--- src/assert_macros.svh ---
// ----------------------------------------------------------------------------
// assert_macros.svh
// Shared concurrent assertion macros, clocked and reset-qualified.
// ----------------------------------------------------------------------------
`ifndef ASSERT_MACROS_SVH
`define ASSERT_MACROS_SVH

// property must hold at every clock edge outside reset
`define AST_PROP(lbl, clk, rst_n, prop, msg) \
    lbl: assert property (@(posedge clk) disable iff (!rst_n) prop) else $error(msg);

// expression must never be true outside reset
`define AST_NEVER(lbl, clk, rst_n, expr, msg) \
    lbl: assert property (@(posedge clk) disable iff (!rst_n) !(expr)) else $error(msg);

`endif

--- src/cpef_pkg.sv ---
// ----------------------------------------------------------------------------
// cpef_pkg
// Types and constants shared by the comment/pattern extract filter.
// ----------------------------------------------------------------------------
package cpef_pkg;

    localparam int WIN_LEN     = 7;
    localparam int QUEUE_DEPTH = 4;

    localparam logic [7:0] CH_SPACE  = 8'h20;
    localparam logic [7:0] CH_LF     = 8'h0A;
    localparam logic [7:0] CH_CR     = 8'h0D;
    localparam logic [7:0] CH_SLASH  = 8'h2F;
    localparam logic [7:0] CH_STAR   = 8'h2A;
    localparam logic [7:0] CH_BAR    = 8'h7C;
    localparam logic [7:0] CH_DQUOTE = 8'h22;
    localparam logic [7:0] CH_SQUOTE = 8'h27;
    localparam logic [7:0] CH_BSLASH = 8'h5C;
    localparam logic [7:0] CH_LPAREN = 8'h28;
    localparam logic [7:0] CH_RPAREN = 8'h29;
    localparam logic [7:0] CH_A      = 8'h61;

    // "__match"
    localparam logic [7:0] MATCH_WORD [WIN_LEN] =
        '{8'h5F, 8'h5F, 8'h6D, 8'h61, 8'h74, 8'h63, 8'h68};

    typedef enum logic [2:0] {
        MODE_ENTRY,
        MODE_LINE,
        MODE_BLOCK,
        MODE_PASS,
        MODE_STR,
        MODE_CHR
    } t_mode;

    typedef enum logic [1:0] {
        OP_EMPTY,   // no bytes, only closes a flush run
        OP_ONE,     // one byte from data
        OP_TWO,     // two spaces
        OP_MATCH    // "  match"
    } t_kind;

    typedef struct packed {
        t_kind      kind;
        logic [7:0] data;
        logic       ovf;
        logic       step_end;   // last op of the input transfer
        logic       text_end;   // last op of the whole text
    } t_op;

    function automatic logic is_alnum(input logic [7:0] c);
        return (c >= 8'h30 && c <= 8'h39) || (c >= 8'h41 && c <= 8'h5A) ||
               (c >= 8'h61 && c <= 8'h7A);
    endfunction

    // replacement text "  match", one byte per index
    function automatic logic [7:0] match_repl(input logic [2:0] idx);
        logic [7:0] b;
        b = CH_SPACE;
        if (idx >= 3'd2 && idx < 3'(WIN_LEN)) begin
            b = MATCH_WORD[idx];
        end
        return b;
    endfunction

endpackage

--- src/cpef_front.sv ---
// ----------------------------------------------------------------------------
// cpef_front
// Lookahead window and scanner: classifies one text position per cycle while the queue has
// room and queues any emit op it makes (raw bytes when cleaning is off). Holds the mode, skip count and nesting stack.
// ----------------------------------------------------------------------------
`include "assert_macros.svh"

module cpef_front #(
    parameter int MATCH_NEST_DEPTH = 8,
    parameter int PAREN_COUNT_BITS = 8
) (
    input  logic            i_clk,
    input  logic            i_rst_n,
    input  logic            i_cfg_valid,
    output logic            o_cfg_ready,
    input  logic            i_cfg_clean_enable,
    input  logic            i_in_valid,
    output logic            o_in_ready,
    input  logic [7:0]      i_in_byte,
    input  logic            i_in_last,
    input  logic            i_q_full,
    output logic            o_q_push,
    output cpef_pkg::t_op   o_q_op
);

    localparam int SP_W  = $clog2(MATCH_NEST_DEPTH + 1);
    localparam int IDX_W = (MATCH_NEST_DEPTH > 1) ? $clog2(MATCH_NEST_DEPTH) : 1;
    localparam int WL    = cpef_pkg::WIN_LEN;
    localparam logic signed [PAREN_COUNT_BITS-1:0] CNT_MAX =
        {1'b0, {(PAREN_COUNT_BITS-1){1'b1}}};
    localparam logic signed [PAREN_COUNT_BITS-1:0] CNT_MIN =
        {1'b1, {(PAREN_COUNT_BITS-1){1'b0}}};
    localparam logic signed [PAREN_COUNT_BITS-1:0] CNT_ONE = PAREN_COUNT_BITS'(1);
    localparam logic [SP_W-1:0] SP_FULL = SP_W'(MATCH_NEST_DEPTH);

    logic                               r_clean;
    logic [7:0]                         r_win [WL];
    logic [2:0]                         r_fill;
    logic [7:0]                         r_prev;
    cpef_pkg::t_mode                    r_mode;
    logic [2:0]                         r_skip;
    logic signed [PAREN_COUNT_BITS-1:0] r_stack [MATCH_NEST_DEPTH];
    logic [SP_W-1:0]                    r_sp;
    logic                               r_flush;
    logic [2:0]                         r_rem;

    logic       in_acc, proc_norm, proc_flush, proc, flush_final;
    logic [7:0] w [WL];
    logic [2:0] rem;
    logic [7:0] c0, c1, c2, cm1;
    logic       m7;

    cpef_pkg::t_mode                    n_mode;
    logic [2:0]                         n_skip;
    logic [SP_W-1:0]                    n_sp;
    logic                               st_we;
    logic [IDX_W-1:0]                   st_wa, top_idx;
    logic signed [PAREN_COUNT_BITS-1:0] st_wd, top, cnt;
    cpef_pkg::t_kind                    k_kind;
    logic [7:0]                         k_data;
    logic                               k_ovf;
    logic [7:0]                         quote;
    logic [SP_W-1:0]                    sp_dec;

    assign o_cfg_ready = 1'b1;
    assign o_in_ready  = !r_flush && !i_q_full;
    assign in_acc      = i_in_valid && o_in_ready;
    assign proc_norm   = in_acc && r_clean && !i_in_last && (r_fill == 3'(WL - 1));
    assign proc_flush  = r_flush && !i_q_full;
    assign proc        = proc_norm || proc_flush;
    assign flush_final = r_flush && (r_rem == 3'd1);

    // window taps: position under scan is always tap 0
    always_comb begin
        for (int i = 0; i < WL; i++) begin
            w[i] = r_win[i];
        end
        if (!r_flush) begin
            w[WL-1] = i_in_byte;
        end
        rem = r_flush ? r_rem : 3'(WL);
        c0  = w[0];
        c1  = (rem > 3'd1) ? w[1] : 8'h00;
        c2  = (rem > 3'd2) ? w[2] : 8'h00;
        cm1 = flush_final ? cpef_pkg::CH_A : r_prev;
        m7  = (rem == 3'(WL));
        for (int i = 0; i < WL; i++) begin
            if (w[i] != cpef_pkg::MATCH_WORD[i]) begin
                m7 = 1'b0;
            end
        end
    end

    assign sp_dec  = r_sp - SP_W'(1);
    assign top_idx = sp_dec[IDX_W-1:0];
    assign top     = r_stack[top_idx];

    // scanner for one position
    always_comb begin
        n_mode = r_mode;
        n_skip = r_skip;
        n_sp   = r_sp;
        st_we  = 1'b0;
        st_wa  = top_idx;
        st_wd  = top;
        cnt    = top;
        k_kind = cpef_pkg::OP_EMPTY;
        k_data = cpef_pkg::CH_SPACE;
        k_ovf  = 1'b0;
        quote  = (r_mode == cpef_pkg::MODE_STR) ? cpef_pkg::CH_DQUOTE : cpef_pkg::CH_SQUOTE;
        if (r_skip != 3'd0) begin
            n_skip = r_skip - 3'd1;
        end else begin
            case (r_mode)
                cpef_pkg::MODE_LINE: begin
                    k_kind = cpef_pkg::OP_ONE;
                    if (c0 == cpef_pkg::CH_LF) begin
                        k_data = c0;
                        n_mode = cpef_pkg::MODE_ENTRY;
                    end
                end
                cpef_pkg::MODE_BLOCK: begin
                    k_kind = cpef_pkg::OP_ONE;
                    if (c0 == cpef_pkg::CH_LF || c0 == cpef_pkg::CH_CR) begin
                        k_data = c0;
                    end else if (c0 == cpef_pkg::CH_STAR && c1 == cpef_pkg::CH_SLASH) begin
                        k_kind = cpef_pkg::OP_TWO;
                        n_mode = cpef_pkg::MODE_ENTRY;
                    end
                end
                cpef_pkg::MODE_PASS: begin
                    if (c0 == cpef_pkg::CH_STAR && c1 == cpef_pkg::CH_SLASH) begin
                        k_kind = cpef_pkg::OP_TWO;
                        n_skip = 3'd1;
                        n_mode = cpef_pkg::MODE_ENTRY;
                    end else begin
                        k_kind = cpef_pkg::OP_ONE;
                        k_data = c0;
                    end
                end
                cpef_pkg::MODE_STR, cpef_pkg::MODE_CHR: begin
                    if (c0 == cpef_pkg::CH_BSLASH && c1 == quote) begin
                        k_kind = cpef_pkg::OP_TWO;
                        n_skip = 3'd1;
                    end else begin
                        k_kind = cpef_pkg::OP_ONE;
                        if (c0 == quote) begin
                            n_mode = cpef_pkg::MODE_ENTRY;
                        end
                    end
                end
                default: begin
                    n_mode = cpef_pkg::MODE_ENTRY;
                    if (c0 == cpef_pkg::CH_SLASH && c1 == cpef_pkg::CH_SLASH) begin
                        // first slash of a line comment emits nothing
                        n_mode = cpef_pkg::MODE_LINE;
                    end else if (c0 == cpef_pkg::CH_SLASH && c1 == cpef_pkg::CH_STAR &&
                                 c2 == cpef_pkg::CH_BAR) begin
                        k_kind = cpef_pkg::OP_TWO;
                        n_skip = 3'd1;
                        n_mode = cpef_pkg::MODE_PASS;
                    end else begin
                        if (c0 == cpef_pkg::CH_SLASH && c1 == cpef_pkg::CH_STAR) begin
                            n_mode = cpef_pkg::MODE_BLOCK;
                        end
                        if (!cpef_pkg::is_alnum(cm1) && m7) begin
                            k_kind = cpef_pkg::OP_MATCH;
                            n_skip = 3'(WL - 1);
                            if (r_sp < SP_FULL) begin
                                st_we = 1'b1;
                                st_wa = r_sp[IDX_W-1:0];
                                st_wd = '0;
                                n_sp  = r_sp + SP_W'(1);
                            end else begin
                                k_ovf = 1'b1;
                            end
                        end else if (c0 == cpef_pkg::CH_CR || c0 == cpef_pkg::CH_LF) begin
                            k_kind = cpef_pkg::OP_ONE;
                            k_data = c0;
                        end else begin
                            k_kind = cpef_pkg::OP_ONE;
                            if (c0 == cpef_pkg::CH_DQUOTE) begin
                                n_mode = cpef_pkg::MODE_STR;
                            end
                            if (c0 == cpef_pkg::CH_SQUOTE) begin
                                n_mode = cpef_pkg::MODE_CHR;
                            end
                            if (c0 == cpef_pkg::CH_LPAREN && r_sp != '0) begin
                                if (top >= CNT_MAX) begin
                                    k_ovf = 1'b1;
                                end else begin
                                    cnt = top + CNT_ONE;
                                end
                                st_we = 1'b1;
                                st_wd = cnt;
                                if (cnt == CNT_ONE) begin
                                    k_data = cpef_pkg::CH_LPAREN;
                                end
                            end else if (c0 == cpef_pkg::CH_RPAREN && r_sp != '0) begin
                                if (top <= CNT_MIN) begin
                                    k_ovf = 1'b1;
                                end else begin
                                    cnt = top - CNT_ONE;
                                end
                                st_we = 1'b1;
                                st_wd = cnt;
                                if (cnt == '0) begin
                                    k_data = cpef_pkg::CH_RPAREN;
                                    n_sp   = sp_dec;
                                end
                            end
                        end
                    end
                end
            endcase
        end
    end

    // op to the queue
    always_comb begin
        o_q_push        = 1'b0;
        o_q_op.kind     = k_kind;
        o_q_op.data     = k_data;
        o_q_op.ovf      = k_ovf;
        o_q_op.step_end = 1'b1;
        o_q_op.text_end = 1'b0;
        if (in_acc && !r_clean) begin
            o_q_push        = 1'b1;
            o_q_op.kind     = cpef_pkg::OP_ONE;
            o_q_op.data     = i_in_byte;
            o_q_op.ovf      = 1'b0;
            o_q_op.text_end = i_in_last;
        end else if (proc_norm) begin
            o_q_push = (k_kind != cpef_pkg::OP_EMPTY);
        end else if (proc_flush) begin
            // the final flush position always pushes, even empty, to close the run
            o_q_push        = (k_kind != cpef_pkg::OP_EMPTY) || flush_final;
            o_q_op.step_end = flush_final;
            o_q_op.text_end = flush_final;
        end
    end

    always_ff @(posedge i_clk) begin
        if (!i_rst_n) begin
            r_clean <= 1'b1;
            r_fill  <= '0;
            r_prev  <= cpef_pkg::CH_A;
            r_mode  <= cpef_pkg::MODE_ENTRY;
            r_skip  <= '0;
            r_sp    <= '0;
            r_flush <= 1'b0;
            r_rem   <= '0;
        end else begin
            if (i_cfg_valid) begin
                r_clean <= i_cfg_clean_enable;
            end
            if (in_acc) begin
                if (!r_clean) begin
                    if (i_in_last) begin
                        r_fill <= '0;
                        r_prev <= cpef_pkg::CH_A;
                        r_mode <= cpef_pkg::MODE_ENTRY;
                        r_skip <= '0;
                        r_sp   <= '0;
                    end
                end else if (i_in_last) begin
                    r_flush <= 1'b1;
                    r_rem   <= r_fill + 3'd1;
                end else if (r_fill != 3'(WL - 1)) begin
                    r_fill <= r_fill + 3'd1;
                end
            end
            if (proc) begin
                r_mode <= n_mode;
                r_skip <= n_skip;
                r_sp   <= n_sp;
                r_prev <= c0;
                if (r_flush) begin
                    r_rem <= r_rem - 3'd1;
                    if (flush_final) begin
                        r_flush <= 1'b0;
                        r_fill  <= '0;
                        r_prev  <= cpef_pkg::CH_A;
                        r_mode  <= cpef_pkg::MODE_ENTRY;
                        r_skip  <= '0;
                        r_sp    <= '0;
                    end
                end
            end
        end
    end

    // window storage, no reset needed: taps past the fill are masked
    always_ff @(posedge i_clk) begin
        if (in_acc && r_clean) begin
            if (!i_in_last && r_fill == 3'(WL - 1)) begin
                for (int i = 0; i < WL - 2; i++) begin
                    r_win[i] <= r_win[i+1];
                end
                r_win[WL-2] <= i_in_byte;
            end else begin
                r_win[r_fill] <= i_in_byte;
            end
        end else if (proc_flush) begin
            for (int i = 0; i < WL - 1; i++) begin
                r_win[i] <= r_win[i+1];
            end
        end
    end

    always_ff @(posedge i_clk) begin
        if (proc && st_we) begin
            r_stack[st_wa] <= st_wd;
        end
    end

    `AST_NEVER(a_sp_range, i_clk, i_rst_n, r_sp > SP_FULL, "nesting pointer past depth")
    `AST_PROP(a_flush_rem, i_clk, i_rst_n, r_flush |-> (r_rem != 3'd0), "flush with no bytes left")
    `AST_PROP(a_flush_clears, i_clk, i_rst_n, (proc_flush && flush_final) |=> (r_sp == '0 && r_skip == 3'd0 && r_fill == 3'd0 && !r_flush), "scan state not cleared after flush")

endmodule

--- src/cpef_queue.sv ---
// ----------------------------------------------------------------------------
// cpef_queue
// Short op queue between scanner and emitter.
// ----------------------------------------------------------------------------
`include "assert_macros.svh"

module cpef_queue (
    input  logic            i_clk,
    input  logic            i_rst_n,
    input  logic            i_push,
    input  cpef_pkg::t_op   i_op,
    output logic            o_full,
    output logic            o_valid,
    output cpef_pkg::t_op   o_op,
    input  logic            i_pop
);

    localparam int DEPTH = cpef_pkg::QUEUE_DEPTH;
    localparam int PTR_W = $clog2(DEPTH);
    localparam int CNT_W = $clog2(DEPTH + 1);

    cpef_pkg::t_op    r_mem [DEPTH];
    logic [PTR_W-1:0] r_wp, r_rp;
    logic [CNT_W-1:0] r_cnt;
    logic             do_pop;

    assign o_full  = (r_cnt == CNT_W'(DEPTH));
    assign o_valid = (r_cnt != '0);
    assign o_op    = r_mem[r_rp];
    assign do_pop  = i_pop && o_valid;

    always_ff @(posedge i_clk) begin
        if (!i_rst_n) begin
            r_wp  <= '0;
            r_rp  <= '0;
            r_cnt <= '0;
        end else begin
            if (i_push) begin
                r_wp <= r_wp + PTR_W'(1);
            end
            if (do_pop) begin
                r_rp <= r_rp + PTR_W'(1);
            end
            if (i_push && !do_pop) begin
                r_cnt <= r_cnt + CNT_W'(1);
            end else if (!i_push && do_pop) begin
                r_cnt <= r_cnt - CNT_W'(1);
            end
        end
    end

    always_ff @(posedge i_clk) begin
        if (i_push) begin
            r_mem[r_wp] <= i_op;
        end
    end

    `AST_NEVER(a_no_overflow, i_clk, i_rst_n, i_push && o_full, "push into full op queue")

endmodule

--- src/cpef_back.sv ---
// ----------------------------------------------------------------------------
// cpef_back
// Emitter: expands queued ops into output bytes, one per cycle while the output is free. A one-entry
// hold stage keeps the newest byte until it is known whether it ends a run.
// ----------------------------------------------------------------------------
`include "assert_macros.svh"

module cpef_back (
    input  logic            i_clk,
    input  logic            i_rst_n,
    input  logic            i_q_valid,
    input  cpef_pkg::t_op   i_q_op,
    output logic            o_q_pop,
    output logic            o_out_valid,
    input  logic            i_out_ready,
    output logic [7:0]      o_out_byte,
    output logic            o_run_last,
    output logic            o_text_end,
    output logic            o_nest_overflow
);

    logic [2:0] r_idx;
    logic       r_h_v, r_h_res, r_h_last, r_h_end, r_h_ovf;
    logic [7:0] r_h_byte;
    logic       r_out_v, r_out_last, r_out_end, r_out_ovf;
    logic [7:0] r_out_byte;

    logic       is_byte, is_mark, is_tail, o_free, h_release, h_take;
    logic [2:0] tail;
    logic [7:0] gen;

    always_comb begin
        case (i_q_op.kind)
            cpef_pkg::OP_ONE: begin
                tail = 3'd0;
                gen  = i_q_op.data;
            end
            cpef_pkg::OP_TWO: begin
                tail = 3'd1;
                gen  = cpef_pkg::CH_SPACE;
            end
            cpef_pkg::OP_MATCH: begin
                tail = 3'(cpef_pkg::WIN_LEN - 1);
                gen  = cpef_pkg::match_repl(r_idx);
            end
            default: begin
                tail = 3'd0;
                gen  = cpef_pkg::CH_SPACE;
            end
        endcase
    end

    assign is_byte   = i_q_valid && (i_q_op.kind != cpef_pkg::OP_EMPTY);
    assign is_mark   = i_q_valid && (i_q_op.kind == cpef_pkg::OP_EMPTY);
    assign is_tail   = (r_idx == tail);
    assign o_free    = !r_out_v || i_out_ready;
    // an unresolved hold goes out once another byte shows up behind it and the output register is free
    assign h_release = r_h_v && o_free && (r_h_res || is_byte);
    assign h_take    = is_byte && (!r_h_v || h_release);
    assign o_q_pop   = is_mark || (h_take && is_tail);

    always_ff @(posedge i_clk) begin
        if (!i_rst_n) begin
            r_idx   <= '0;
            r_h_v   <= 1'b0;
            r_out_v <= 1'b0;
        end else begin
            if (h_take) begin
                r_idx <= is_tail ? 3'd0 : r_idx + 3'd1;
            end
            if (h_take) begin
                r_h_v <= 1'b1;
            end else if (h_release) begin
                r_h_v <= 1'b0;
            end
            if (h_release) begin
                r_out_v <= 1'b1;
            end else if (i_out_ready) begin
                r_out_v <= 1'b0;
            end
        end
    end

    always_ff @(posedge i_clk) begin
        if (h_take) begin
            r_h_byte <= gen;
            r_h_ovf  <= i_q_op.ovf;
            r_h_res  <= !is_tail || i_q_op.step_end;
            r_h_last <= is_tail && i_q_op.step_end;
            r_h_end  <= is_tail && i_q_op.text_end;
        end else if (is_mark && r_h_v && !r_h_res) begin
            r_h_res  <= 1'b1;
            r_h_last <= 1'b1;
            r_h_end  <= i_q_op.text_end;
        end
        if (h_release) begin
            r_out_byte <= r_h_byte;
            r_out_ovf  <= r_h_ovf;
            r_out_last <= r_h_last;
            r_out_end  <= r_h_end;
        end
    end

    assign o_out_valid     = r_out_v;
    assign o_out_byte      = r_out_byte;
    assign o_run_last      = r_out_last;
    assign o_text_end      = r_out_end;
    assign o_nest_overflow = r_out_ovf;

    `AST_PROP(a_end_is_last, i_clk, i_rst_n, (r_out_v && r_out_end) |-> r_out_last, "text end without run end")
    `AST_NEVER(a_idx_range, i_clk, i_rst_n, r_idx >= 3'(cpef_pkg::WIN_LEN), "expansion index out of range")

endmodule

--- src/comment_pattern_extract_filter.sv ---
// Scan: a byte is scanned when six more bytes have arrived (or in the flush after the
// last byte); its ops pass through the op queue, the hold stage and the output register.
// Throughput: one input byte per cycle while the op queue has room; the last byte
// holds input off while the window flushes, one position per cycle with queue room.
// Output runs one result per cycle while out_ready; a "__match" expands to seven bytes.
// Reset: synchronous, active low; clears scan state, queue and output, sets clean_enable.
// ----------------------------------------------------------------------------
// comment_pattern_extract_filter
// Byte-stream source cleaner: blanks comments and literals but passes the text of
// bar-marked block comments, keeps match patterns with their outermost parentheses.
// Scanner and emitter are decoupled by a short op queue.
// ----------------------------------------------------------------------------
module comment_pattern_extract_filter #(
    parameter int MATCH_NEST_DEPTH = 8,
    parameter int PAREN_COUNT_BITS = 8
) (
    input  logic        i_clk,
    input  logic        i_rst_n,
    input  logic        i_cfg_valid,
    output logic        o_cfg_ready,
    input  logic        i_cfg_clean_enable,
    input  logic        i_in_valid,
    output logic        o_in_ready,
    input  logic [7:0]  i_in_byte,
    input  logic        i_in_last,
    output logic        o_out_valid,
    input  logic        i_out_ready,
    output logic [7:0]  o_out_byte,
    output logic        o_run_last,
    output logic        o_text_end,
    output logic        o_nest_overflow
);

    logic          q_push, q_full, q_valid, q_pop;
    cpef_pkg::t_op q_in_op, q_out_op;

    cpef_front #(
        .MATCH_NEST_DEPTH (MATCH_NEST_DEPTH),
        .PAREN_COUNT_BITS (PAREN_COUNT_BITS)
    ) u_front (
        .i_clk              (i_clk),
        .i_rst_n            (i_rst_n),
        .i_cfg_valid        (i_cfg_valid),
        .o_cfg_ready        (o_cfg_ready),
        .i_cfg_clean_enable (i_cfg_clean_enable),
        .i_in_valid         (i_in_valid),
        .o_in_ready         (o_in_ready),
        .i_in_byte          (i_in_byte),
        .i_in_last          (i_in_last),
        .i_q_full           (q_full),
        .o_q_push           (q_push),
        .o_q_op             (q_in_op)
    );

    cpef_queue u_queue (
        .i_clk   (i_clk),
        .i_rst_n (i_rst_n),
        .i_push  (q_push),
        .i_op    (q_in_op),
        .o_full  (q_full),
        .o_valid (q_valid),
        .o_op    (q_out_op),
        .i_pop   (q_pop)
    );

    cpef_back u_back (
        .i_clk           (i_clk),
        .i_rst_n         (i_rst_n),
        .i_q_valid       (q_valid),
        .i_q_op          (q_out_op),
        .o_q_pop         (q_pop),
        .o_out_valid     (o_out_valid),
        .i_out_ready     (i_out_ready),
        .o_out_byte      (o_out_byte),
        .o_run_last      (o_run_last),
        .o_text_end      (o_text_end),
        .o_nest_overflow (o_nest_overflow)
    );

endmodule
--- config.mk ---
export PLATFORM = sky130hd
export DESIGN_NAME = comment_pattern_extract_filter
export DESIGN_NICKNAME = d
export VERILOG_FILES = /design/src/cpef_pkg.sv /design/src/cpef_front.sv /design/src/cpef_queue.sv /design/src/cpef_back.sv /design/src/comment_pattern_extract_filter.sv
export VERILOG_INCLUDE_DIRS = /design/src /design/src/src
export SDC_FILE = /design/constraint.sdc
export NUM_CORES = 1
export LEC_CHECK = 0
export ABC_AREA = 1
export BUFFER_PORTS_ARGS = -buffer_cell sky130_fd_sc_hd__buf_2
export CORE_ASPECT_RATIO = 1.4
export CORE_MARGIN = 3
export CORE_UTILIZATION = 45
export CTS_CLUSTER_SIZE = 28
export DETAILED_ROUTE_END_ITERATION = 10
export GPL_TIMING_DRIVEN = 0
export HOLD_SLACK_MARGIN = 0.06
export PLACE_DENSITY_LB_ADDON = 0.15
export SLEW_MARGIN = 15
export SYNTH_ARGS = -nofsm -noshare
export SYNTH_HDL_FRONTEND = slang
export SYNTH_SLANG_ARGS = --single-unit
--- constraint.sdc ---
create_clock -name i_clk -period 4.58 [get_ports i_clk]
set_input_delay 0.916 -clock i_clk [delete_from_list [all_inputs] [get_ports i_clk]]
set_output_delay 0.916 -clock i_clk [all_outputs]
set_load 0.01 [all_outputs]
==> results by group, run 1 <==
Clock tree
  • Htree depth: 1
  • Clock latency on the worst-skew pair: around 0.52 ns
  • Root Driver: clkbuf_16
  • Sink Count: roughly 240
  • Total CTS buffers: 24
  • CTS tree: yes
  • Clock-pin slew on the worst setup and hold paths: around 0.06 ns
  • CTS hold repair buffers: 0
  • Buffer depth of the longest clock path: 3

Final layout
  • Syn-to-layout area delta: 11.95%
  • Share of layout cells above drive strength 1: 0.09355
  • Sequential Area: around 6700 um^2
  • Commonest non-fill, non-tap cells in the layout: nand2_1 (331), edfxtp_1 (195), inv_1 (179)
  • Non-filler instance count after layout: between 1,500 and 2,000
  • Multi-input gate area: ~4400 um^2
  • Most common cell after layout, fill and taps aside: nand2_1
  • Nets@finish: 1,430
  • Layout fillers: 2,383
  • Diodes inserted: 0
  • Final Util: 0.5122

Place
  • Dpl cells: approximately 1,700
  • GP Congestion: slightly below 0.9
  • PortBufs: 27
  • Hpwl dp: between 20,000 and 25,000 um

Route
  • Router iterations before antenna repair: 5
  • Per-cell routed wire length: 17.34 um
  • Number of nets still failing antenna checks after routing: 0
  • DRC viols: 0
  • Vias: just over 9,000
  • Routed wire length: between 30,000 and 40,000 um
  • DR iter-0 viols: between 500 and 600
  • Vias per cell: roughly 5.4

Job
  • Max-capacitance violation count: 0

STA
  • Achievable clock frequency: 0.2398 GHz
  • Unrepaired setup endpoints after global routing: no
  • Slew Viols, Final: 0
  • Final hold vios: 0
  • Layout Skew: roughly 0.022 ns
  • Worst slew pin tran: approximately 1.1 ns
  • Fin crit share: 0.9106
  • Setup TNS: 0 ns
  • Final min period: 4.170 ns
  • Setup-failing EPs final: 0
  • Worst slew margin: 0.2445

Yosys
  • Number of synthesized register bits: between 200 and 250
  • Post-Synthesis Net Count: between 1,000 and 1,500
  • Primary FF master, synth: edfxtp_1
  • Sequential-to-total area share from yosys stat: 0.5555
  • Number of flops mapped to enable cells by yosys: 195
  • Synth unique cells: 58
  • Synth Cell Area: 11,980 um^2
  • Mean Syn Cell Area: just under 9 um^2
  • Ys async rst share: 0
  • Synth warn: 0
  • Gate Count Post-Synth: about 1,300

Worst setup path
  • Worst Setup Start Kind: register
  • Worst reg2reg path endpoint: u_front.r_stack[2][3]$_DFFE_PP_
  • Critical path fanouts, max: 10
  • Crit-path cells: inv_2 -> buf_2 -> ha_1 -> buf_6 -> buf_2 -> nand3_1 -> nand3_1 -> nand2_1 -> inv_2 -> ha_1 -> nand3_1 -> nor2_2 -> nand2_2 -> inv_1 -> nor2_1 -> xor2_1 -> o21ai_0 -> nand2_1 -> nand2_1 -> o22ai_1
  • Critical path arrival: between 4 and 5 ns
  • R2R depth: 20
  • Required time of the critical path: about 4.8 ns
  • CP max-delay cell: o22ai_1
  • WS Path Type: register to register
  • R2r setup slk: 0.41 ns
  • Peak per-stage delay on the critical path: 0.48 ns
  • Element type at the critical path end: register
  • Reg-to-Reg Start: u_front.r_sp[0]$_SDFFE_PN0P_

Global routing
  • Initial antenna violation count: 0
  • Total Routing Usage GR: 0.2122
  • First-pass GRT wire length: 47,680 um
  • Vias in the first global route: between 9,000 and 10,000
  • Global route overflow: 0
  • Pin count of the biggest net entering global routing: 15

Min path
  • Hold Path Cell Cnt: 0
  • Worst Hold Path EP: u_back.o_out_byte[7]$_DFFE_PP_
  • Hold path start: u_back.r_h_byte[7]$_DFFE_PP_
  • Worst hold path class: register to register

Power and ir drop
  • PwrDens: ~440 nW/um^2
  • Internal power: 4.309 mW
  • Switching pwr: between 1.5 and 2 mW
  • Combinational Power Share: 0.168
  • Clock share of power: 0.368
  • VDD IR max: around 340 uV
  • Lkg Pwr: 5.466 nW
  • Switching Share: 0.2748
  • Flop pwr share: 0.464

Die
  • Die Y: roughly 200 um
  • Die Area: between 20,000 and 30,000 um^2
  • Die width: roughly 140 um
  • Initial Utilization: 0.4576
  • I/O pin total: 29
  • FP Rows: 70
  • Core area: between 20,000 and 30,000 um^2

Run status
  • Status: finished clean
[layout make-up]
cell class,count,area share
multi-input combinational,879,0.3280
inverter,188,0.05279
buffer,40,0.01726
sequential,235,0.4962
clock buffer,28,0.04748
timing repair buffer,27,0.01007
tap,324,0.03022
clock inverter,14,0.01800
[logic make-up (layout without fill, tap and decap cells)]
group	Yosys count	in the layout	share of synthesized area
AND/OR/NAND/NOR	612	612	0.2209
flip-flops	235	235	0.5555
AO/OA/AOI/OAI	234	234	0.1133
buffers and inverters	228	297	0.07842
adder cells (fa/ha/maj)	20	20	0.02151
XOR/XNOR	12	12	0.01003
other	1	1	0.0003130
[power by group through the flow]
stage                     Sequential, mW  Clock, mW  Combinational (mW)
after global routing                2.78       2.30                1.14
final                               2.76       2.19               0.998
after detailed placement            2.80          0                1.00
after floorplan                     2.78          0               0.672
after global placement              2.80          0               0.984
after CTS                           2.76       2.22                1.00
[state kept, by name (all words and copies together) (netlist names), 2 cells and up, named ones only]
signal and flops:
u_back.r_h_byte 8, u_front.r_sp 4, u_back.r_idx 3, u_queue.r_wp 2, u_front.r_fill 3, u_queue.r_rp 2, u_front.r_mode 3, u_front.r_stack 64
u_front.r_prev 8, u_queue.r_cnt 3, u_front.r_rem 3, u_queue.r_mem 52, u_back.o_out_byte 8, u_front.r_win 56, u_front.r_skip 3
[worst max-delay path, delay by kind of cell, from the launching register on]
family	cells	cell delay [ns]
AO/OA/AOI/OAI	2	0.60
flip-flops	1	0.40
XOR/XNOR	1	0.21
adder cells (fa/ha/maj)	2	0.52
buffers and inverters	6	1.07
AND/OR/NAND/NOR	9	1.05
[synth_stat cells (10+ instances only)]
cell type,number,share of area
nand2_1,331,0.10
o211ai_1,18,0.011
nand2_2,10,0.0052
inv_1,179,0.056
o22ai_1,18,0.0094
clkbuf_1,19,0.0060
a21oi_1,58,0.024
nor4_1,11,0.0057
o21ai_0,99,0.041
nor2_1,114,0.036
nand3_1,88,0.037
nand4_1,20,0.010
ha_1,19,0.020
nor3_1,12,0.0050
edfxtp_1,195,0.49
dfxtp_1,40,0.067
[routing by layer]
layer  part of all wire  track usage  vias up
li1                   -            -     4654
met3              0.046      0.02657       75
met5                  0            0        -
met1               0.40       0.2608     4360
met2               0.51       0.3733      216
met4              0.044      0.09072        0
[how the worst max path moves through the flow]
stage	startpoint	end	cells past startpoint
2_1_floorplan	register	u_queue.r_cnt[1]$_SDFFE_PN0P_	18
3_3_place_gp	register	u_queue.r_cnt[1]$_SDFFE_PN0P_	18
3_5_place_dp	register	u_queue.r_cnt[1]$_SDFFE_PN0P_	18
4_1_cts	register	u_queue.r_cnt[1]$_SDFFE_PN0P_	18
5_1_grt	u_front.r_sp[0]$_SDFFE_PN0P_	u_front.r_stack[2][3]$_DFFE_PP_	20
6_report	u_front.r_sp[0]$_SDFFE_PN0P_	u_front.r_stack[2][3]$_DFFE_PP_	20
[metrics by stage]
| stage | area [um^2] | setup WS, ns | hold WS [ns] | power [mW] |
|---|---|---|---|---|
| after global placement | 12520 | 0.3232 | 0.4023 | 3.785 |
| after detailed placement | 12530 | 0.3029 | 0.4045 | 3.803 |
| after global routing | 13410 | 0.02444 | 0.4235 | 6.229 |
| after CTS | 13410 | 0.2760 | 0.4193 | 5.986 |
| after floorplan | 11980 | 1.195 | 0.4003 | 3.454 |
| final | 13410 | 0.4096 | 0.4184 | 5.942 |
[what timing repair did]
item / CTS / global route
gates resized for setup: 0 / 1
endpoints found under the setup margin: 0 / 2
setup buffers: 0 / 0
Note: power is estimated with default switching activity, not from simulation.
==> inputs of run 2 (changes only) <==
- CORE_UTILIZATION: 45 -> 40
- CTS_CLUSTER_DIAMETER: default -> 80
==> results by group, run 2 (synthesized netlist as in run 1, its figures left out) <==
Global routing
  • Global route overflow: 0 (unchanged)
  • Initial antenna violation count: 0 (unchanged)
  • Total Routing Usage GR: 0.1872 (-0.02504)
  • First-pass GRT wire length: 47,980 um (+0.64%)
  • Pin count of the biggest net entering global routing: 30 (+15)
  • Vias in the first global route: 8,778 (-3.2%)

Die
  • Initial Utilization: 0.4083 (-0.04931)
  • FP Rows: 74 (+5.7%)
  • Die Area: 32,100 um^2 (+12%)
  • Die width: 152.3 um (+5.8%)
  • Core area: 29,350 um^2 (+12%)
  • Die Y: 210.8 um (+5.9%)
  • I/O pin total: 29 (unchanged)

Route
  • Uppermost layer routed: met4
  • Met1 wire length: 12,750 um (+4.7%)
  • DRC viols: 0 (unchanged)
  • Vias: 9,077 (-2.5%)
  • Vias per cell: 5.131 (-4.3%)
  • Number of nets still failing antenna checks after routing: 0 (unchanged)
  • Per-cell routed wire length: 17.28 um (-0.34%)
  • Router iterations before antenna repair: 7 (+2)
  • DR iter-0 viols: 556 (-7.0%)
  • Wire length on met2: 15,960 um (+5.0%)
  • WL met3: 1016 um (-27%)
  • Routed wire length: 30,570 um (+1.6%)

Job
  • Max-capacitance violation count: 0 (unchanged)

STA
  • Final min period: 4.215 ns (+0.04462 ns)
  • Layout Skew: 0.02249 ns (+0.0004339 ns)
  • Achievable clock frequency: 0.2372 GHz (-1.1%)
  • Worst slew pin tran: 1.065 ns (-0.06392 ns)
  • Setup TNS: 0 ns (unchanged)
  • Slew Viols, Final: 0 (unchanged)
  • Fin crit share: 0.9203 (+0.009743)
  • Worst slew margin: 0.2873 (+0.04277)
  • Final WS setup: 0.3650 ns (-0.04462 ns)
  • Setup-failing EPs final: 0 (unchanged)
  • Unrepaired setup endpoints after global routing: no
  • Hold WS: 0.4124 ns (-0.006023 ns)
  • Final hold vios: 0 (unchanged)

Worst setup path
  • Worst reg2reg path endpoint: u_front.r_stack[1][3]$_DFFE_PP_
  • CP Depth: 21 (+5.0%)
  • Worst Setup Start Kind: register
  • Element type at the critical path end: register
  • Critical path arrival: 4.42 ns (+0.03 ns)
  • Peak per-stage delay on the critical path: 0.49 ns (about the same)
  • Reg-to-Reg Start: u_front.r_sp[0]$_SDFFE_PN0P_
  • R2r setup slk: 0.37 ns (-0.04 ns)
  • CP Buf/Inv Count: 7 (+1)
  • Crit-path cells: inv_2 -> buf_2 -> ha_1 -> buf_6 -> inv_4 -> buf_4 -> nand2_1 -> nand3_1 -> nand2_1 -> inv_2 -> ha_1 -> nand3_1 -> nor2_2 -> nand2_2 -> inv_1 -> nor2_1 -> xor2_1 -> o21ai_0 -> nand2_1 -> nand2_1 -> o22ai_1
  • Critical path fanouts, max: 10 (unchanged)
  • R2R depth: 21 (+5.0%)
  • Cell family with most CP delay: buffers and inverters
  • WS Path Type: register to register
  • CP max-delay cell: o22ai_1
  • Required time of the critical path: 4.79 ns (about the same)
  • CP dominant cell by count: nand2_1

Clock tree
  • CTS tree: yes
  • Sink Count: 235 (unchanged)
  • CTS resizes: 0 (unchanged)
  • Buffer depth of the longest clock path: 3 (unchanged)
  • Clock latency on the worst-skew pair: 0.49 ns (-0.03 ns)
  • Root Driver: clkbuf_16
  • Total CTS buffers: 12 (-50%)
  • Clock-pin slew on the worst setup and hold paths: 0.11 ns (+0.05 ns)
  • Htree depth: 1 (unchanged)
  • CTS hold repair buffers: 0 (unchanged)
  • Postcts setup bufs: 0 (unchanged)

Place
  • PortBufs: 27 (unchanged)
  • Placed Area: 12,600 um^2 (+0.56%)
  • Hpwl dp: 22,510 um (+2.2%)
  • GP Congestion: 0.9031 (+1.7%)
  • Dpl cells: 1,749 (+3.3%)
  • Pre-CTS setup slack: 0.3327 ns (+0.02987 ns)

Final layout
  • Largest register by flop count: u_front.r_stack
  • Most common cell after layout, fill and taps aside: nand2_1
  • Biggest regs: u_front.r_stack x64, u_front.r_win x56, u_queue.r_mem x52
  • Max FFs per register: 64 (unchanged)
  • Syn-to-layout area delta: 8.238%
  • Share of layout cells above drive strength 1: 0.07919 (-0.01436)
  • Diodes inserted: 0 (unchanged)
  • Sequential Area: 6656 um^2 (unchanged)
  • Multi-input gate area: 4399 um^2 (unchanged)
  • Final Instance Area: 12,970 um^2 (-3.3%)
  • Commonest non-fill, non-tap cells in the layout: nand2_1 (331), edfxtp_1 (195), inv_1 (179)
  • Non-filler instance count after layout: 1,769 (+2.0%)
  • Nets@finish: 1,418 (-0.84%)
  • Layout fillers: 2,895 (+21%)

Power and ir drop
  • Lkg Pwr: 5.210 nW (-4.7%)
  • VDD IR max: 236.7 uV (-31%)
  • PwrDens: 382.4 nW/um^2 (-14%)

Min path
  • Hold Path Cell Cnt: 0 (unchanged)
  • Hold path start: u_back.r_h_byte[1]$_DFFE_PP_
  • Worst hold path class: register to register
  • Worst Hold Path EP: u_back.o_out_byte[1]$_DFFE_PP_

Run status
  • Status: finished clean
-- run 2: layer usage --
| metal | track usage | up-vias |
|---|---|---|
| met2 | 0.3539 | 163 |
| met1 | 0.2276 | 4259 |
| li1 | - | 4611 |
| met5 | 0 | - |
| met3 | 0.01701 | 44 |
| met4 | 0.05242 | 0 |
-- run 2: power breakdown --
group	switching, mW	internal (mW)	total, mW	leakage (nW)
registers	0.126	2.63	2.76	2.09
logic	0.705	0.294	0.999	2.94
clock network	0.667	0.539	1.21	0.175
total	1.50	3.46	4.96	5.21
-- run 2: final cells by class --
cell class,count,area share
inverters,188,0.05460
multi-input cells,879,0.3392
clock buffers,18,0.02653
plain buffers,40,0.01785
clock inverters,2,0.001544
well taps,380,0.03666
flip-flops and latches,235,0.5132
repair buffers,27,0.01042
-- run 2: how the worst max path moves through the flow --
stage	slack, ns	endpoint	startpoint
after floorplan	1.19	u_queue.r_cnt[1]$_SDFFE_PN0P_	register
after global placement	0.32	u_queue.r_mem[0][2]$_DFFE_PP_	u_front.r_win[0][3]$_DFFE_PP_
after detailed placement	0.33	u_queue.r_cnt[1]$_SDFFE_PN0P_	register
after CTS	0.30	u_queue.r_cnt[1]$_SDFFE_PN0P_	register
after global routing	0.04	u_front.r_stack[1][3]$_DFFE_PP_	u_front.r_sp[0]$_SDFFE_PN0P_
final	0.37	u_front.r_stack[1][3]$_DFFE_PP_	u_front.r_sp[0]$_SDFFE_PN0P_
-- run 2: stage by stage --
step / utilization / total power, mW
2_1_floorplan: - / 3.454
3_3_place_gp: 0.4291 / 3.789
3_5_place_dp: 0.4294 / 3.806
4_1_cts: 0.4418 / 5.001
5_1_grt: 0.4419 / 5.227
6_report: 0.4419 / 4.960
==> inputs of run 3 (changes only) <==
- PLACE_DENSITY: default -> 0.57
- PLACE_DENSITY_LB_ADDON: 0.15 -> default
==> results by group, run 3 (synthesized netlist as in run 1, its figures left out) <==
STA
  • Achievable clock frequency: 0.2373 GHz (about the same)
  • Worst slew margin: 0.2639 (-0.02341)
  • Worst slew pin tran: 1.100 ns (+0.03499 ns)
  • Final min period: 4.214 ns (-0.001391 ns)
  • Unrepaired setup endpoints after global routing: no
  • Fin crit share: 0.9200 (about the same)
  • Setup TNS: 0 ns (unchanged)
  • Slew Viols, Final: 0 (unchanged)
  • Final hold vios: 0 (unchanged)
  • Layout Skew: 0.01580 ns (-0.006688 ns)
  • Setup-failing EPs final: 0 (unchanged)

Final layout
  • Layout fillers: 2,796 (-3.4%)
  • Multi-input gate area: 4399 um^2 (unchanged)
  • Syn-to-layout area delta: 8.427%
  • Diodes inserted: 0 (unchanged)
  • Commonest non-fill, non-tap cells in the layout: nand2_1 (331), edfxtp_1 (195), inv_1 (179)
  • Share of layout cells above drive strength 1: 0.07997 (+0.0007775)
  • Most common cell after layout, fill and taps aside: nand2_1
  • Sequential Area: 6656 um^2 (unchanged)
  • Max FFs per register: 64 (unchanged)
  • Non-filler instance count after layout: 1,768 (-0.057%)
  • Largest register by flop count: u_front.r_stack
  • Biggest regs: u_front.r_stack x64, u_front.r_win x56, u_queue.r_mem x52
  • Nets@finish: 1,418 (unchanged)

Clock tree
  • Clock-pin slew on the worst setup and hold paths: 0.10 ns (about the same)
  • Htree depth: 1 (unchanged)
  • Sink Count: 235 (unchanged)
  • Total CTS buffers: 12 (unchanged)
  • CTS tree: yes
  • Clock latency on the worst-skew pair: 0.49 ns (about the same)
  • Postcts setup bufs: 0 (unchanged)
  • Root Driver: clkbuf_16
  • Buffer depth of the longest clock path: 3 (unchanged)
  • CTS hold repair buffers: 0 (unchanged)

Worst setup path
  • Critical path fanouts, max: 10 (unchanged)
  • Element type at the critical path end: register
  • Worst reg2reg path endpoint: u_front.r_stack[2][3]$_DFFE_PP_
  • Critical path arrival: 4.42 ns (about the same)
  • WS Path Type: register to register
  • R2R depth: 20 (-4.8%)
  • R2r setup slk: 0.37 ns (about the same)
  • Reg-to-Reg Start: u_front.r_sp[0]$_SDFFE_PN0P_
  • Required time of the critical path: 4.78 ns (about the same)
  • Worst Setup Start Kind: register

Power and ir drop
  • Internal power: 3.512 mW (+1.5%)
  • Flop pwr share: 0.552 (-0.004)
  • VDD IR max: 294.1 uV (+24%)
  • Switching Share: 0.2967 (-0.005433)
  • Clock share of power: 0.250 (+0.007)
  • PwrDens: 384.4 nW/um^2 (+0.52%)
  • Lkg Pwr: 5.221 nW (+0.21%)
  • Combinational Power Share: 0.198 (-0.003)
  • Switching pwr: 1.482 mW (-1.1%)

Global routing
  • GRT met1 Usage: 0.2159 (-0.01177)
  • Global route hottest layer: met2
  • GRT met3 Usage: 0.01947 (+0.002460)
  • Initial antenna violation count: 0 (unchanged)
  • Global route overflow: 0 (unchanged)
  • Pin count of the biggest net entering global routing: 30 (unchanged)
  • Vias in the first global route: 8,705 (-0.83%)
  • Total Routing Usage GR: 0.1829 (-0.004216)
  • Met2 Use GR: 0.3427 (-0.01120)
  • First-pass GRT wire length: 46,980 um (-2.1%)

Run status
  • Status: finished clean

Die
  • Core area: 29,350 um^2 (unchanged)
  • Die Area: 32,100 um^2 (unchanged)
  • FP Rows: 74 (unchanged)
  • Die Y: 210.8 um (unchanged)
  • I/O pin total: 29 (unchanged)
  • Die width: 152.3 um (unchanged)
  • Initial Utilization: 0.4083 (unchanged)

Min path
  • Hold path start: u_back.r_h_byte[3]$_DFFE_PP_
  • Worst Hold Path EP: u_back.o_out_byte[3]$_DFFE_PP_
  • Hold Path Cell Cnt: 0 (unchanged)
  • Worst hold path class: register to register

Route
  • Per-cell routed wire length: 16.94 um (-2.0%)
  • Vias per cell: 5.163 (+0.63%)
  • Router iterations before antenna repair: 7 (unchanged)
  • Routed wire length: 29,950 um (-2.0%)
  • DRC viols: 0 (unchanged)
  • Vias: 9,129 (+0.57%)
  • DR iter-0 viols: 706 (+27%)
  • Number of nets still failing antenna checks after routing: 0 (unchanged)

Place
  • Dpl cells: 1,749 (unchanged)
  • Hpwl dp: 22,440 um (-0.31%)
  • GP Congestion: 0.9250 (+2.4%)
  • PortBufs: 27 (unchanged)

Job
  • Max-capacitance violation count: 0 (unchanged)
[run 3: changes by cell type in the layout (fill, tap and decap cells not counted)]
| cell | previous run | this run |
|---|---|---|
| inv_12 | 1 | 0 |
| bufinv_16 | 0 | 1 |
| clkinv_1 | 2 | 1 |
| clkinv_8 | 0 | 1 |
| clkbuf_1 | 24 | 23 |
[run 3: power by group through the flow]
stage	registers (mW)	clock network [mW]	logic, mW
CTS	2.76	1.29	0.998
global route	2.78	1.35	1.13
floorplan	2.78	0	0.672
global placement	2.81	0	0.970
finish	2.76	1.25	0.990
detailed placement	2.81	0	0.995
[run 3: worst max path at each step]
stage                                       startpoint                         endpoint  slack, ns  cells past startpoint
after global placement    u_front.r_sp[0]$_SDFFE_PN0P_  u_front.r_stack[2][3]$_DFFE_PP_       0.44                     20
after floorplan                               register    u_queue.r_cnt[1]$_SDFFE_PN0P_       1.19                     18
after detailed placement                      register    u_queue.r_cnt[1]$_SDFFE_PN0P_       0.32                     18
final                     u_front.r_sp[0]$_SDFFE_PN0P_  u_front.r_stack[2][3]$_DFFE_PP_       0.37                     20
after global routing      u_front.r_sp[0]$_SDFFE_PN0P_  u_front.r_stack[1][3]$_DFFE_PP_      0.003                     21
after CTS                                     register    u_queue.r_cnt[1]$_SDFFE_PN0P_       0.32                     18
[run 3: critical path, cell delays in order, from the launching register on]
cell     delay (ns)
dfxtp_1        0.44
inv_2          0.13
buf_2          0.22
ha_1           0.32
buf_6          0.16
buf_2          0.28
nand3_1        0.11
nand3_1        0.10
nand2_1        0.19
inv_2          0.21
ha_1           0.20
nand3_1        0.15
nor2_2         0.17
nand2_2        0.13
inv_1          0.10
nor2_1         0.06
xor2_1         0.21
o21ai_0        0.13
nand2_1        0.08
nand2_1        0.05
o22ai_1        0.48
[run 3: metrics by stage]
step           worst slack, ns  power, mW  hold WS [ns]    util  instance area [um^2]
6_report                0.3664      4.994        0.4295  0.4427                 12990
5_1_grt               0.002842      5.260        0.4425  0.4427                 12990
4_1_cts                 0.3164      5.046        0.4334  0.4426                 12990
3_5_place_dp            0.3223      3.804        0.4071  0.4294                 12600
3_3_place_gp            0.4360      3.776        0.4041  0.4291                 12590
2_1_floorplan            1.195      3.454        0.4003       -                 11980
[run 3: repair_timing]
action	CTS	global route
endpoints found under the setup margin	0	1
endpoints found under the hold margin	0	0
gates resized for setup	0	1
[run 3: area by class of cell]
type                    count  area share
flip-flops and latches    235      0.5123
inverters                 188     0.05451
clock inverters             2    0.003563
multi-input cells         879      0.3386
repair buffers             27     0.01040
clock buffers              17     0.02619
well taps                 380     0.03659
plain buffers              40     0.01782
[run 3: layer usage]
metal	vias to the layer above	part of all wire
met3	69	0.035
met5	-	0
met4	0	0.036
met1	4241	0.41
met2	201	0.52
li1	4618	-
